`config.mk`:
```
export PLATFORM = sky130hd
export DESIGN_NAME = mlr_front
export DESIGN_NICKNAME = d
export VERILOG_FILES = /design/src/rtl/mlr_pkg.sv /design/src/rtl/mlr_front.sv
export SDC_FILE = /design/constraint.sdc
export NUM_CORES = 1
export LEC_CHECK = 0
export ABC_AREA = 1
export BUFFER_PORTS_ARGS = -buffer_cell sky130_fd_sc_hd__buf_2
export CAP_MARGIN = 10
export CORE_ASPECT_RATIO = 1.1
export CORE_MARGIN = 5
export CORE_UTILIZATION = 40
export DETAILED_ROUTE_END_ITERATION = 8
export GPL_ROUTABILITY_DRIVEN = 0
export GPL_TIMING_DRIVEN = 0
export PLACE_DENSITY = 0.72
export SYNTH_ARGS = -nofsm -noshare
export SYNTH_HDL_FRONTEND = slang
export SYNTH_SLANG_ARGS = --single-unit
```
`constraint.sdc`:
```
create_clock -name clk -period 3.4 [get_ports clk]
set_input_delay 0.51 -clock clk [delete_from_list [all_inputs] [get_ports clk]]
set_output_delay 0.51 -clock clk [all_outputs]
set_load 0.05 [all_outputs]
```
`src/rtl/mlr_pkg.sv`:
```
package mlr_pkg;

	// Action codes of an input item.
	typedef enum logic [1:0] {
		ACT_LINE = 2'd0,
		ACT_OUTLINE = 2'd1,
		ACT_FILL = 2'd2,
		ACT_READ = 2'd3
	} action_t;

	// Bit position of the first pixel within a byte (most significant first).
	localparam int unsigned BIT_TOP = 7;
	localparam int unsigned BYTE_BITS = 8;

	// Coordinate widths, fixed by the item fields.
	localparam int unsigned XW = 8;
	localparam int unsigned YW = 6;

	// One line segment handed from the front part to the back part.
	typedef struct packed {
		logic [XW-1:0] xa;
		logic [YW-1:0] ya;
		logic [XW-1:0] xb;
		logic [YW-1:0] yb;
		logic ink;
		logic last;
	} seg_t;

	// What the back part reports to the front part.
	typedef struct packed {
		logic done;
		logic [7:0] data;
		logic is_read;
	} back_res_t;

endpackage

```
`src/rtl/mlr_front.sv`:
```
module mlr_front (
	input logic clk,
	input logic arst_n,
	input logic start,
	output logic busy,
	input logic [1:0] action,
	input logic [7:0] x_start,
	input logic [5:0] y_start,
	input logic [7:0] x_end,
	input logic [5:0] y_end,
	input logic ink,
	input logic [9:0] byte_index,
	// Segment queue push side.
	output logic seg_push,
	output mlr_pkg::seg_t seg_data,
	input logic seg_full,
	// Read request to the back part.
	output logic rd_req,
	output logic [9:0] rd_addr,
	input mlr_pkg::back_res_t back_res,
	output logic strobe,
	output logic [7:0] read_data,
	output logic is_read
);

	typedef enum logic [2:0] {
		F_IDLE, F_LINE, F_EDGE, F_ROW, F_READ, F_WAIT
	} fstate_t;

	fstate_t state_q;
	logic [7:0] x1_q, x2_q;
	logic [5:0] y1_q, y2_q;
	logic ink_q;
	logic [1:0] edge_q;
	logic [5:0] row_q;
	logic [9:0] addr_q;
	logic accept;
	logic degen;
	mlr_pkg::seg_t seg_c;
	logic emit;

	assign busy = (state_q != F_IDLE);
	assign accept = start && !busy;
	assign degen = (x_start == x_end) || (y_start == y_end);

	// Segment chosen by the current line, edge or row.
	always_comb begin
		seg_c = '0;
		seg_c.ink = ink_q;
		emit = 1'b0;
		case (state_q)
			F_LINE: begin
				emit = 1'b1;
				seg_c.last = 1'b1;
				seg_c.xa = x1_q; seg_c.ya = y1_q;
				seg_c.xb = x2_q; seg_c.yb = y2_q;
			end
			F_EDGE: begin
				emit = 1'b1;
				seg_c.last = (edge_q == 2'd3);
				case (edge_q)
					2'd0: begin
						seg_c.xa = x1_q; seg_c.ya = y1_q;
						seg_c.xb = x2_q; seg_c.yb = y1_q;
					end
					2'd1: begin
						seg_c.xa = x1_q; seg_c.ya = y1_q;
						seg_c.xb = x1_q; seg_c.yb = y2_q;
					end
					2'd2: begin
						seg_c.xa = x1_q; seg_c.ya = y2_q;
						seg_c.xb = x2_q; seg_c.yb = y2_q;
					end
					default: begin
						seg_c.xa = x2_q; seg_c.ya = y1_q;
						seg_c.xb = x2_q; seg_c.yb = y2_q;
					end
				endcase
			end
			F_ROW: begin
				emit = 1'b1;
				seg_c.last = (row_q == y2_q);
				seg_c.xa = x1_q; seg_c.ya = row_q;
				seg_c.xb = x2_q; seg_c.yb = row_q;
			end
			default: ;
		endcase
	end

	assign seg_push = emit && !seg_full;
	assign seg_data = seg_c;
	assign rd_req = (state_q == F_READ);
	assign rd_addr = addr_q;

	// Command decoder and segment sequencer.
	always_ff @(posedge clk or negedge arst_n) begin
		if (!arst_n) begin
			state_q <= F_IDLE;
			strobe <= 1'b0;
			read_data <= '0;
			is_read <= 1'b0;
			edge_q <= '0;
			row_q <= '0;
		end else begin
			strobe <= 1'b0;
			unique case (state_q)
				F_IDLE: begin
					if (accept) begin
						x1_q <= x_start; y1_q <= y_start;
						x2_q <= x_end; y2_q <= y_end;
						ink_q <= ink; addr_q <= byte_index;
						row_q <= y_start;
						edge_q <= '0;
						unique case (mlr_pkg::action_t'(action))
							mlr_pkg::ACT_READ: state_q <= F_READ;
							// A line is one segment, the last one.
							mlr_pkg::ACT_LINE: state_q <= F_LINE;
							mlr_pkg::ACT_OUTLINE: begin
								if (degen) begin
									strobe <= 1'b1;
									read_data <= '0;
									is_read <= 1'b0;
								end else begin
									state_q <= F_EDGE;
								end
							end
							default: begin
								if (degen || (y_start > y_end)) begin
									strobe <= 1'b1;
									read_data <= '0;
									is_read <= 1'b0;
								end else begin
									state_q <= F_ROW;
								end
							end
						endcase
					end
				end
				F_LINE: begin
					if (!seg_full) begin
						state_q <= F_WAIT;
					end
				end
				F_EDGE: begin
					if (!seg_full) begin
						if (edge_q == 2'd3) begin
							state_q <= F_WAIT;
						end
						edge_q <= edge_q + 2'd1;
					end
				end
				F_ROW: begin
					if (!seg_full) begin
						if (row_q == y2_q) begin
							state_q <= F_WAIT;
						end
						row_q <= row_q + 6'd1;
					end
				end
				F_READ: state_q <= F_WAIT;
				F_WAIT: begin
					if (back_res.done) begin
						strobe <= 1'b1;
						read_data <= back_res.data;
						is_read <= back_res.is_read;
						state_q <= F_IDLE;
					end
				end
				default: state_q <= F_IDLE;
			endcase
		end
	end

	// A result never appears while an outline is still being split.
	assert property (@(posedge clk) disable iff (!arst_n)
		(state_q == F_EDGE) |=> !strobe)
		else $error("result during outline split");
	assert property (@(posedge clk) disable iff (!arst_n)
		accept |=> busy || strobe)
		else $error("accepted item neither worked nor answered");
	assert property (@(posedge clk) disable iff (!arst_n)
		seg_push |-> busy)
		else $error("segment pushed while idle");

endmodule

```
==> results of run 1 <==
## synthesized netlist by cell type (3+ instances only)
| master | n | share of area [%] |
|---|---|---|
| a21oi_1 | 25 | 3.5 |
| buf_2 | 3 | 0.42 |
| clkbuf_1 | 6 | 0.64 |
| dfrtp_1 | 21 | 15 |
| edfxtp_1 | 39 | 33 |
| ha_1 | 15 | 5.3 |
| inv_1 | 66 | 7.0 |
| inv_2 | 6 | 0.64 |
| nand2_1 | 96 | 10 |
| nand2_2 | 5 | 0.88 |
| nand3_1 | 29 | 4.1 |
| nor2_1 | 35 | 3.7 |
| nor3_1 | 4 | 0.57 |
| o21ai_0 | 46 | 6.5 |
| o22ai_1 | 10 | 1.8 |
| xnor2_1 | 5 | 1.2 |
| xor2_1 | 3 | 0.74 |
## area by class of cell
| cell class | instances | area [sq um] |
|---|---|---|
| fillers | 877 | 4280 |
| flip-flops and latches | 60 | 1700 |
| multi-input cells | 290 | 1520 |
| repair buffers | 108 | 556 |
| inverters | 73 | 274 |
| clock buffers | 12 | 166 |
| well taps | 114 | 143 |
| plain buffers | 12 | 56.3 |
| clock inverters | 4 | 45.0 |
## routing by layer
layer / vias to the layer above / wire length (microns) / global-route usage (%) / part of all wire, %
met5: - / 0 / 0 / 0
met4: 0 / 203 / 7.51 / 2.1
met3: 14 / 498 / 4.29 / 5.2
met2: 91 / 4960 / 31.6 / 52
met1: 1557 / 3840 / 20.8 / 40
li1: 1672 / - / - / -
## power breakdown
group          total, mW  leakage [nW]  internal (mW)  switching, mW
clock              0.684         0.111          0.399          0.285
sequential          1.06         0.629          0.954          0.110
combinational       2.46          1.59          0.574           1.89
total               4.21          2.33           1.93           2.28
## logic make-up (layout without fill, tap and decap cells)
| family | Yosys count | count (layout) | share of synthesized area [%] |
|---|---|---|---|
| fa+ha+maj | 15 | 15 | 5.30 |
| flops | 60 | 60 | 47.9 |
| compound gates | 92 | 92 | 14.8 |
| xor+xnor | 8 | 8 | 1.98 |
| buf+inv | 85 | 209 | 9.33 |
| simple gates | 175 | 175 | 20.7 |
## worst max-delay path, delay by kind of cell, from the launching register on
family | cells | cell delay (ns)
AOI/OAI and AO/OA | 2 | 0.29
and+or+nand+nor | 2 | 0.86
buffers and inverters | 3 | 0.55
DFF | 1 | 0.37
adders and majority gates | 1 | 0.20
## metrics by stage
stage | instance area [sq um] | instances | setup WS [ns] | utilization (%)
finish | 4460 | 673 | 0.282 | 51.0
global route | 4460 | 673 | 0.119 | 51.0
CTS | 4460 | 673 | 0.374 | 51.0
detailed placement | 4240 | 657 | 0.755 | 48.6
global placement | 4220 | 656 | -0.515 | 48.3
floorplan | 3540 | 435 | 0.161 | -
## flip-flops by register name, summed over array words and instances, names as in the netlist
register and flops:
rd_addr 10, read_data 8, x1_q 8, x2_q 8, row_q 6, y1_q 6
y2_q 6, state_q 3, edge_q 2, ink_q 1, is_read 1, strobe 1
## worst paths after layout
path | from | endpoint
max | edge_q[0] | seg_data[27]
min | arst_n | read_data[3]
max reg2reg | state_q[0] | rd_addr[9]
min reg2reg | read_data[4] | read_data[4]
max in group asynchronous | arst_n | state_q[1]
min in group clk | byte_index[6] | rd_addr[6]
## cells in the final DEF, fill, tap and decap left out, types with 5 or more instances in the layout
cell type and instances:
a21oi_1 25, buf_2 110, clkbuf_1 7, clkbuf_8 10, dfrtp_1 21, edfxtp_1 39, ha_1 15, inv_1 66
inv_2 6, nand2_1 96, nand2_2 5, nand3_1 29, nor2_1 34, o21ai_0 46, o22ai_1 10, xnor2_1 5
==> flow_summary.toml, run 1 <==
[status]
status = "complete, no violations"

[synth]
ys_ff_latch = 60
synthCells = 435
yosysUniqueCellTypes = 34
avgSynthCellArea_sq_um = 8.13
yosys_warnings = 0
synth_edf_count = 39
synth_seq_area_share_pct = 47.9
netlist_area_sq_um = 3540
synth_nets = 505
synth_ff_type = "edfxtp_1"
async_flop_share_pct = 35.0

[floorplanning]
die-area_sq_um = 10800
num_io_pins = 108
dieWidth_microns = 99.7
row_count = 36
initial_core_util_pct = 40.5
core_area_sq_um = 8740
die_h_microns = 109

[global_route]
overflow = 0
grt_max_degree = 28
grtUsageTotal_pct = 17.9
grt_pass1_vias = 3231
grt_antenna_before_repair = 0
grt_pass1_wl_mm = 15.2

[min_path]
min_path_type = "in2async"

[drt]
drc = 0
vias = 3334
ant_nets = 0
wire_per_inst_microns = 14.1
drtIter0Drc = 176
via_per_inst = 4.95
dr.pass1.iters = 5
postRouteWirelength_mm = 9.50

[critical_path]
worstSetupPathType = "reg2out"
arrival_ns = 2.61
critPathSlowestCell = "nor3_1"
setup.worst_path.end_class = "output port"
required_ns = 2.89
r2r_slack_ns = 1.27
crit_fanout = 8
cpPeakStageDelay_ns = 0.77
cp-start-kind = "flip-flop"
r2r.worst_path.cells = 8
path_cells = "inv_1 -> ha_1 -> clkbuf_1 -> nor3_1 -> o21ai_0 -> nand2_1 -> o21ai_0 -> buf_2"
path_common_cell = "o21ai_0"

[sta]
post-route-period-util_pct = 91.7
hold_violations = 0
fin_crit_ns = 3.12
timing.slew.headroom_pct = 40.1
rsz0062_at_grt = "false"
holdWs_ns = 0.145
skew_ns = 0.00612
setup_viol = 0
worst_slew_pin_slew_ns = 0.892
fmax_mhz = 321
fin_tns_setup_ns = 0
finalMaxSlewViolations = 0

[finish]
nets = 624
antenna_cells = 0
area_growth_pct = 25.9
drive_gt1_share_pct = 26.3

[job]
max_cap_viol_count = 0

[power_and_ir_drop]
p_leak_nw = 2.33
max-vdd-ir-drop_mv = 0.370
power_mw = 4.21
cellPowerDensity_nw_per_um2 = 945

[cts]
cts.reportedPaths.clkPinSlew_ns = 0.07
cts_setup_buffers = 0
cts_resized = 0
cts_tree = "done"
postCtsHoldBufs = 0
cts_sinks = 60
clock_latency_ns = 0.34
numCtsBuffers = 9
cts_buffer_depth = 2
htreeDepth = 3
clockRootBuffer = "clkbuf_8"

[placement]
place.port_buffers = 107
dp_hpwl_mm = 7.25
Note: power is estimated with default switching activity, not from simulation.
==> run 2, diff against run 1 <==
ABC_AREA = default   (was 1)
CORE_MARGIN = 2   (was 5)
PLACE_DENSITY = 0.73   (was 0.72)
==> run 2 against run 1 <==
Sequential power down 5%. Sequential share of layout area up 3.7 points. Critical endpoint is now seg_data[12]. Combinational power down 27%. Highest routed layer unchanged.
==> flow_summary.toml, run 2 <==
[status]
status = "complete, no violations"

[drt]
vias = 2640
ant_nets = 0
dr.pass1.iters = 5
drtIter0Drc = 120
via_per_inst = 5.07
drc = 0
postRouteWirelength_mm = 7.70
wire_per_inst_microns = 14.8

[finish]
instances_no_fill = 521
final_core_util_pct = 51.6
nets = 478
area_growth_pct = 26.1
largest_reg_flops = 10
mostFrequentLayoutCells = "112 x buf_2, 39 x edfxtp_1, 36 x nand2_1, 24 x inv_1, 21 x dfrtp_1"
drive_gt1_share_pct = 35.4
antenna_cells = 0
final_common_cell = "buf_2"

[power_and_ir_drop]
cellPowerDensity_nw_per_um2 = 828
max-vdd-ir-drop_mv = 0.417
power_mw = 3.37
p_leak_nw = 1.89

[cts]
cts.reportedPaths.clkPinSlew_ns = 0.07
cts_sinks = 60
cts_tree = "done"
postCtsHoldBufs = 0
numCtsBuffers = 9
htreeDepth = 3
clockRootBuffer = "clkbuf_8"
cts_resized = 0
cts_buffer_depth = 2
cts_setup_buffers = 0
clock_latency_ns = 0.34

[global_route]
grt_pass1_vias = 2734
grt_antenna_before_repair = 0
overflow = 0
grtUsageTotal_pct = 18.3
grt_pass1_wl_mm = 12.5
grt_max_degree = 40

[sta]
timing.slew.headroom_pct = 41.0
holdWs_ns = 0.135
fin_tns_setup_ns = 0
fmax_mhz = 319
finalMaxSlewViolations = 0
post-route-period-util_pct = 92.3
fin_crit_ns = 3.14
rsz0062_at_grt = "false"
worst_slew_pin_slew_ns = 0.885
hold_violations = 0
setup_viol = 0
skew_ns = 0.0135

[floorplanning]
die_h_microns = 98.1
row_count = 34
initial_core_util_pct = 41.0
dieWidth_microns = 89.6
core_area_sq_um = 7870
die-area_sq_um = 8790
num_io_pins = 108

[critical_path]
setup.worst_path.end_class = "output port"
critPathLaunch = "edge_q[0]"
required_ns = 2.89
arrival_ns = 2.63
critical_path.top_delay_family = "compound AO/OA/AOI/OAI gates"
cp_num_buf_inv = 3
crit_fanout = 8
cp-start-kind = "flip-flop"
cpPeakStageDelay_ns = 0.66
r2r-start = "state_q[2]"
path_cells = "inv_1 -> ha_1 -> clkbuf_1 -> o31ai_1 -> a21oi_1 -> a22o_1 -> buf_2"
critPathSlowestCell = "a21oi_1"
worstSetupPathType = "reg2out"

[synth]
synth.area.top_cells = "edfxtp_1 36%, dfrtp_1 16%, ha_1 5.8%, a22o_1 4.6%, nand2_1 4.2%"
synth_ff_type = "edfxtp_1"
synth_edf_count = 39
synth.most_common_cell = "edfxtp_1"
synthCells = 290
async_flop_share_pct = 35.0
post-synth-top-area-cell = "edfxtp_1"
yosysTopAreaCellShare_pct = 36.3
yosys_warnings = 0
ys_ff_latch = 60
synth_nets = 360
ys_top_cells_by_count = "39 x edfxtp_1, 36 x nand2_1, 24 x inv_1"
yosysUniqueCellTypes = 47
avgSynthCellArea_sq_um = 11.1
synth_seq_area_share_pct = 52.6
netlist_area_sq_um = 3220

[placement]
dp_cells = 505
dp_hpwl_mm = 5.80
place.port_buffers = 107

[min_path]
min_path_type = "in2async"

[job]
max_cap_viol_count = 0
==> run 2: changes by cell type after synthesis, sizes merged, moves of 4 or more <==
cell / before / now
xnor2: 5 / 13
o21ai: 48 / 14
o22ai: 10 / 5
nand2: 102 / 37
nor2: 36 / 8
nand3: 29 / 3
a21oi: 27 / 18
a21o: 0 / 13
a22oi: 0 / 6
mux2i: 0 / 10
a22o: 2 / 17
inv: 72 / 25
buf: 6 / 10
==> run 2: final timing paths <==
| path | to | slack (ns) | depth (start not counted) |
|---|---|---|---|
| max in group asynchronous | is_read | 2.92 | 1 |
| hold / removal | row_q[5] | 0.13 | 1 |
| setup reg to reg | y1_q[0] | 0.97 | 4 |
| hold reg to reg | read_data[5] | 0.52 | 2 |
| setup / recovery | seg_data[12] | 0.26 | 7 |
| min in group clk | rd_addr[5] | 0.34 | 1 |
==> run 2: layout make-up <==
type	count	area (sq um)
plain buffers	13	77.6
clock buffers	11	131
clock inverters	5	37.5
fillers	738	3810
inverters	25	93.8
multi-input cells	192	1360
flip-flops and latches	60	1700
well taps	108	135
repair buffers	107	536
==> run 2: through the flow <==
step                      area [sq um]  setup WS [ns]
after floorplan                   3220          0.972
after global placement            3890          0.455
after detailed placement          3890          0.663
after CTS                         4060          0.276
after global routing              4060          0.109
final                             4060          0.262
==> run 2: routing by layer <==
layer,track usage (%),up-vias,part of all wire (%)
li1,-,1280,-
met1,23.3,1231,42
met2,29.4,110,48
met3,4.56,19,7.1
met4,7.46,0,2.5
met5,0,-,0
==> run 2: report_power, final <==
group          switching, mW  internal [mW]
combinational           1.28          0.512
sequential            0.0995          0.915
clock                  0.292          0.267
total                   1.67           1.69
==> run 2: kinds of logic after synthesis <==
kind of cell | count (synthesis) | synth area share (%)
AO/OA/AOI/OAI | 83 | 18.4
adder cells (fa/ha/maj) | 15 | 5.82
XOR/XNOR | 15 | 4.31
AND/OR/NAND/NOR | 69 | 10.4
buffers and inverters | 38 | 5.32
multiplexers | 10 | 3.11
flip-flops | 60 | 52.6
==> run 3, diff against run 2 <==
CORE_MARGIN = 4   (was 2)
GPL_TIMING_DRIVEN = default   (was 0)
==> run 3 against run 2 <==
Design area is 1.3% lower. Count of clock-buffer cells in the layout stayed put. First-iteration DRC count is 3.3% lower. Power is 0.74% lower. Core utilization is 0.68 points lower. Cell count is 2.1% lower. Sequential power is 6% higher. Routed wire length is 5.8% higher. Die area is 8.7% higher. Largest cell class unchanged. Largest power group unchanged. Highest routed layer unchanged.
==> flow_summary.toml, run 3 (synthesis results as in run 2) <==
[status]
status = "complete, no violations"

[power_and_ir_drop]
max-vdd-ir-drop_mv = 0.439
cellPowerDensity_nw_per_um2 = 833
internal_power_mw = 1.68
switchingPower_mw = 1.66
clock_power_share_pct = 17.3
p_leak_nw = 1.85
power_frac_comb_pct = 50.6
seqPwrFrac_pct = 32.2
swShare_pct = 49.7

[sta]
skew_ns = 0.0111
fin_crit_ns = 2.96
fmax_mhz = 338
timing.slew.headroom_pct = 39.7
worst_slew_pin_slew_ns = 0.905
hold_violations = 0
fin_tns_setup_ns = 0
setup_viol = 0
rsz0062_at_grt = "false"
finalMaxSlewViolations = 0
post-route-period-util_pct = 86.9

[drt]
wire_per_inst_microns = 16.0
dr.pass1.iters = 4
vias = 2625
ant_nets = 0
drtIter0Drc = 116
postRouteWirelength_mm = 8.15
drc = 0
via_per_inst = 5.15

[placement]
place.port_buffers = 107
place_area_sq_um = 3830
dp_hpwl_mm = 6.25

[cts]
cts_setup_buffers = 0
cts_buffer_depth = 2
postCtsHoldBufs = 0
clock_latency_ns = 0.34
cts_sinks = 60
htreeDepth = 3
cts.reportedPaths.clkPinSlew_ns = 0.07
cts_resized = 0
cts_tree = "done"
clockRootBuffer = "clkbuf_8"
numCtsBuffers = 9

[global_route]
overflow = 0
grtUsageMet3_pct = 6.41
grt_pass1_vias = 2680
grt_pass1_wl_mm = 13.0
grt_antenna_before_repair = 0
grtUsageTotal_pct = 17.7
use_met1_pct = 21.1
grt_max_degree = 40
grt-busiest-layer = "met2"
met2_usage_pct = 30.4

[floorplanning]
num_io_pins = 108
initial_core_util_pct = 41.0
row_count = 34
die-area_sq_um = 9560
dieWidth_microns = 93.6
die_h_microns = 102
core_area_sq_um = 7870

[min_path]
min_path_type = "in2async"

[finish]
fin_area_sq_um = 4010
nets = 467
antenna_cells = 0
largest_reg_flops = 10
nFillCells = 741
drive_gt1_share_pct = 34.6
area_growth_pct = 24.4
mostFrequentLayoutCells = "107 x buf_2, 39 x edfxtp_1, 36 x nand2_1, 24 x inv_1, 21 x dfrtp_1"
final_common_cell = "buf_2"

[critical_path]
critPathLaunch = "state_q[0]"
r2r_slack_ns = 1.04
setup.worst_path.end_class = "output port"
r2r-start = "state_q[2]"
worstSetupPathType = "reg2out"
required_ns = 2.89
r2r.worst_path.cells = 4
arrival_ns = 2.45
r2r_end = "read_data[3]"
crit_fanout = 11
cp-start-kind = "flip-flop"

[job]
max_cap_viol_count = 0
-- run 3: changes by cell type in the layout (fill, tap and decap cells not counted), sizes merged --
cell      delta
clkbuf       -3
clkinv       -1
clkinvlp     +1
buf          -8
-- run 3: power groups by stage --
stage	Combinational, mW	Sequential [mW]	Clock, mW
6_report	1.69	1.07	0.577
5_1_grt	1.81	1.10	0.627
4_1_cts	1.70	1.07	0.591
3_5_place_dp	1.69	1.09	0
3_3_place_gp	1.68	1.08	0
2_1_floorplan	1.28	1.14	0
-- run 3: worst max-delay path by stage --
stage	end	slack (ns)
floorplan	ink_q	0.97
global placement	seg_data[15]	0.81
detailed placement	seg_data[29]	0.79
CTS	seg_data[29]	0.43
global route	seg_data[15]	0.28
finish	seg_data[29]	0.44
-- run 3: stage by stage --
step | utilization (%) | cells | hold slack, ns | setup WS [ns] | power (mW)
3_3_place_gp | 48.7 | 494 | 0.502 | 0.809 | 2.76
4_1_cts | 51.0 | 510 | 0.179 | 0.426 | 3.36
2_1_floorplan | - | 290 | 0.214 | 0.972 | 2.42
5_1_grt | 51.0 | 510 | 0.196 | 0.285 | 3.53
6_report | 51.0 | 510 | 0.189 | 0.445 | 3.34
3_5_place_dp | 48.7 | 494 | 0.508 | 0.794 | 2.78
-- run 3: metal layers --
layer | routed length, microns | vias to the layer above
li1 | - | 1264
met1 | 3360 | 1252
met2 | 4040 | 102
met3 | 648 | 7
met4 | 95 | 0
met5 | 0 | -
-- run 3: layout make-up --
type	count	area (sq um)	share of cell area [%]
sequential	60	1700	42.3
multi-input combinational	192	1360	33.8
timing repair buffer	109	551	13.7
clock buffer	11	141	3.53
tap	108	135	3.37
inverter	25	93.8	2.34
clock inverter	5	36.3	0.905
-- run 3: worst max-delay path: stages, from the launching register on --
cell,delay [ns]
dfrtp_1,0.48
inv_1,0.22
nand2_2,0.11
or3_1,0.51
o22ai_4,0.33
a22o_1,0.20
buf_2,0.26
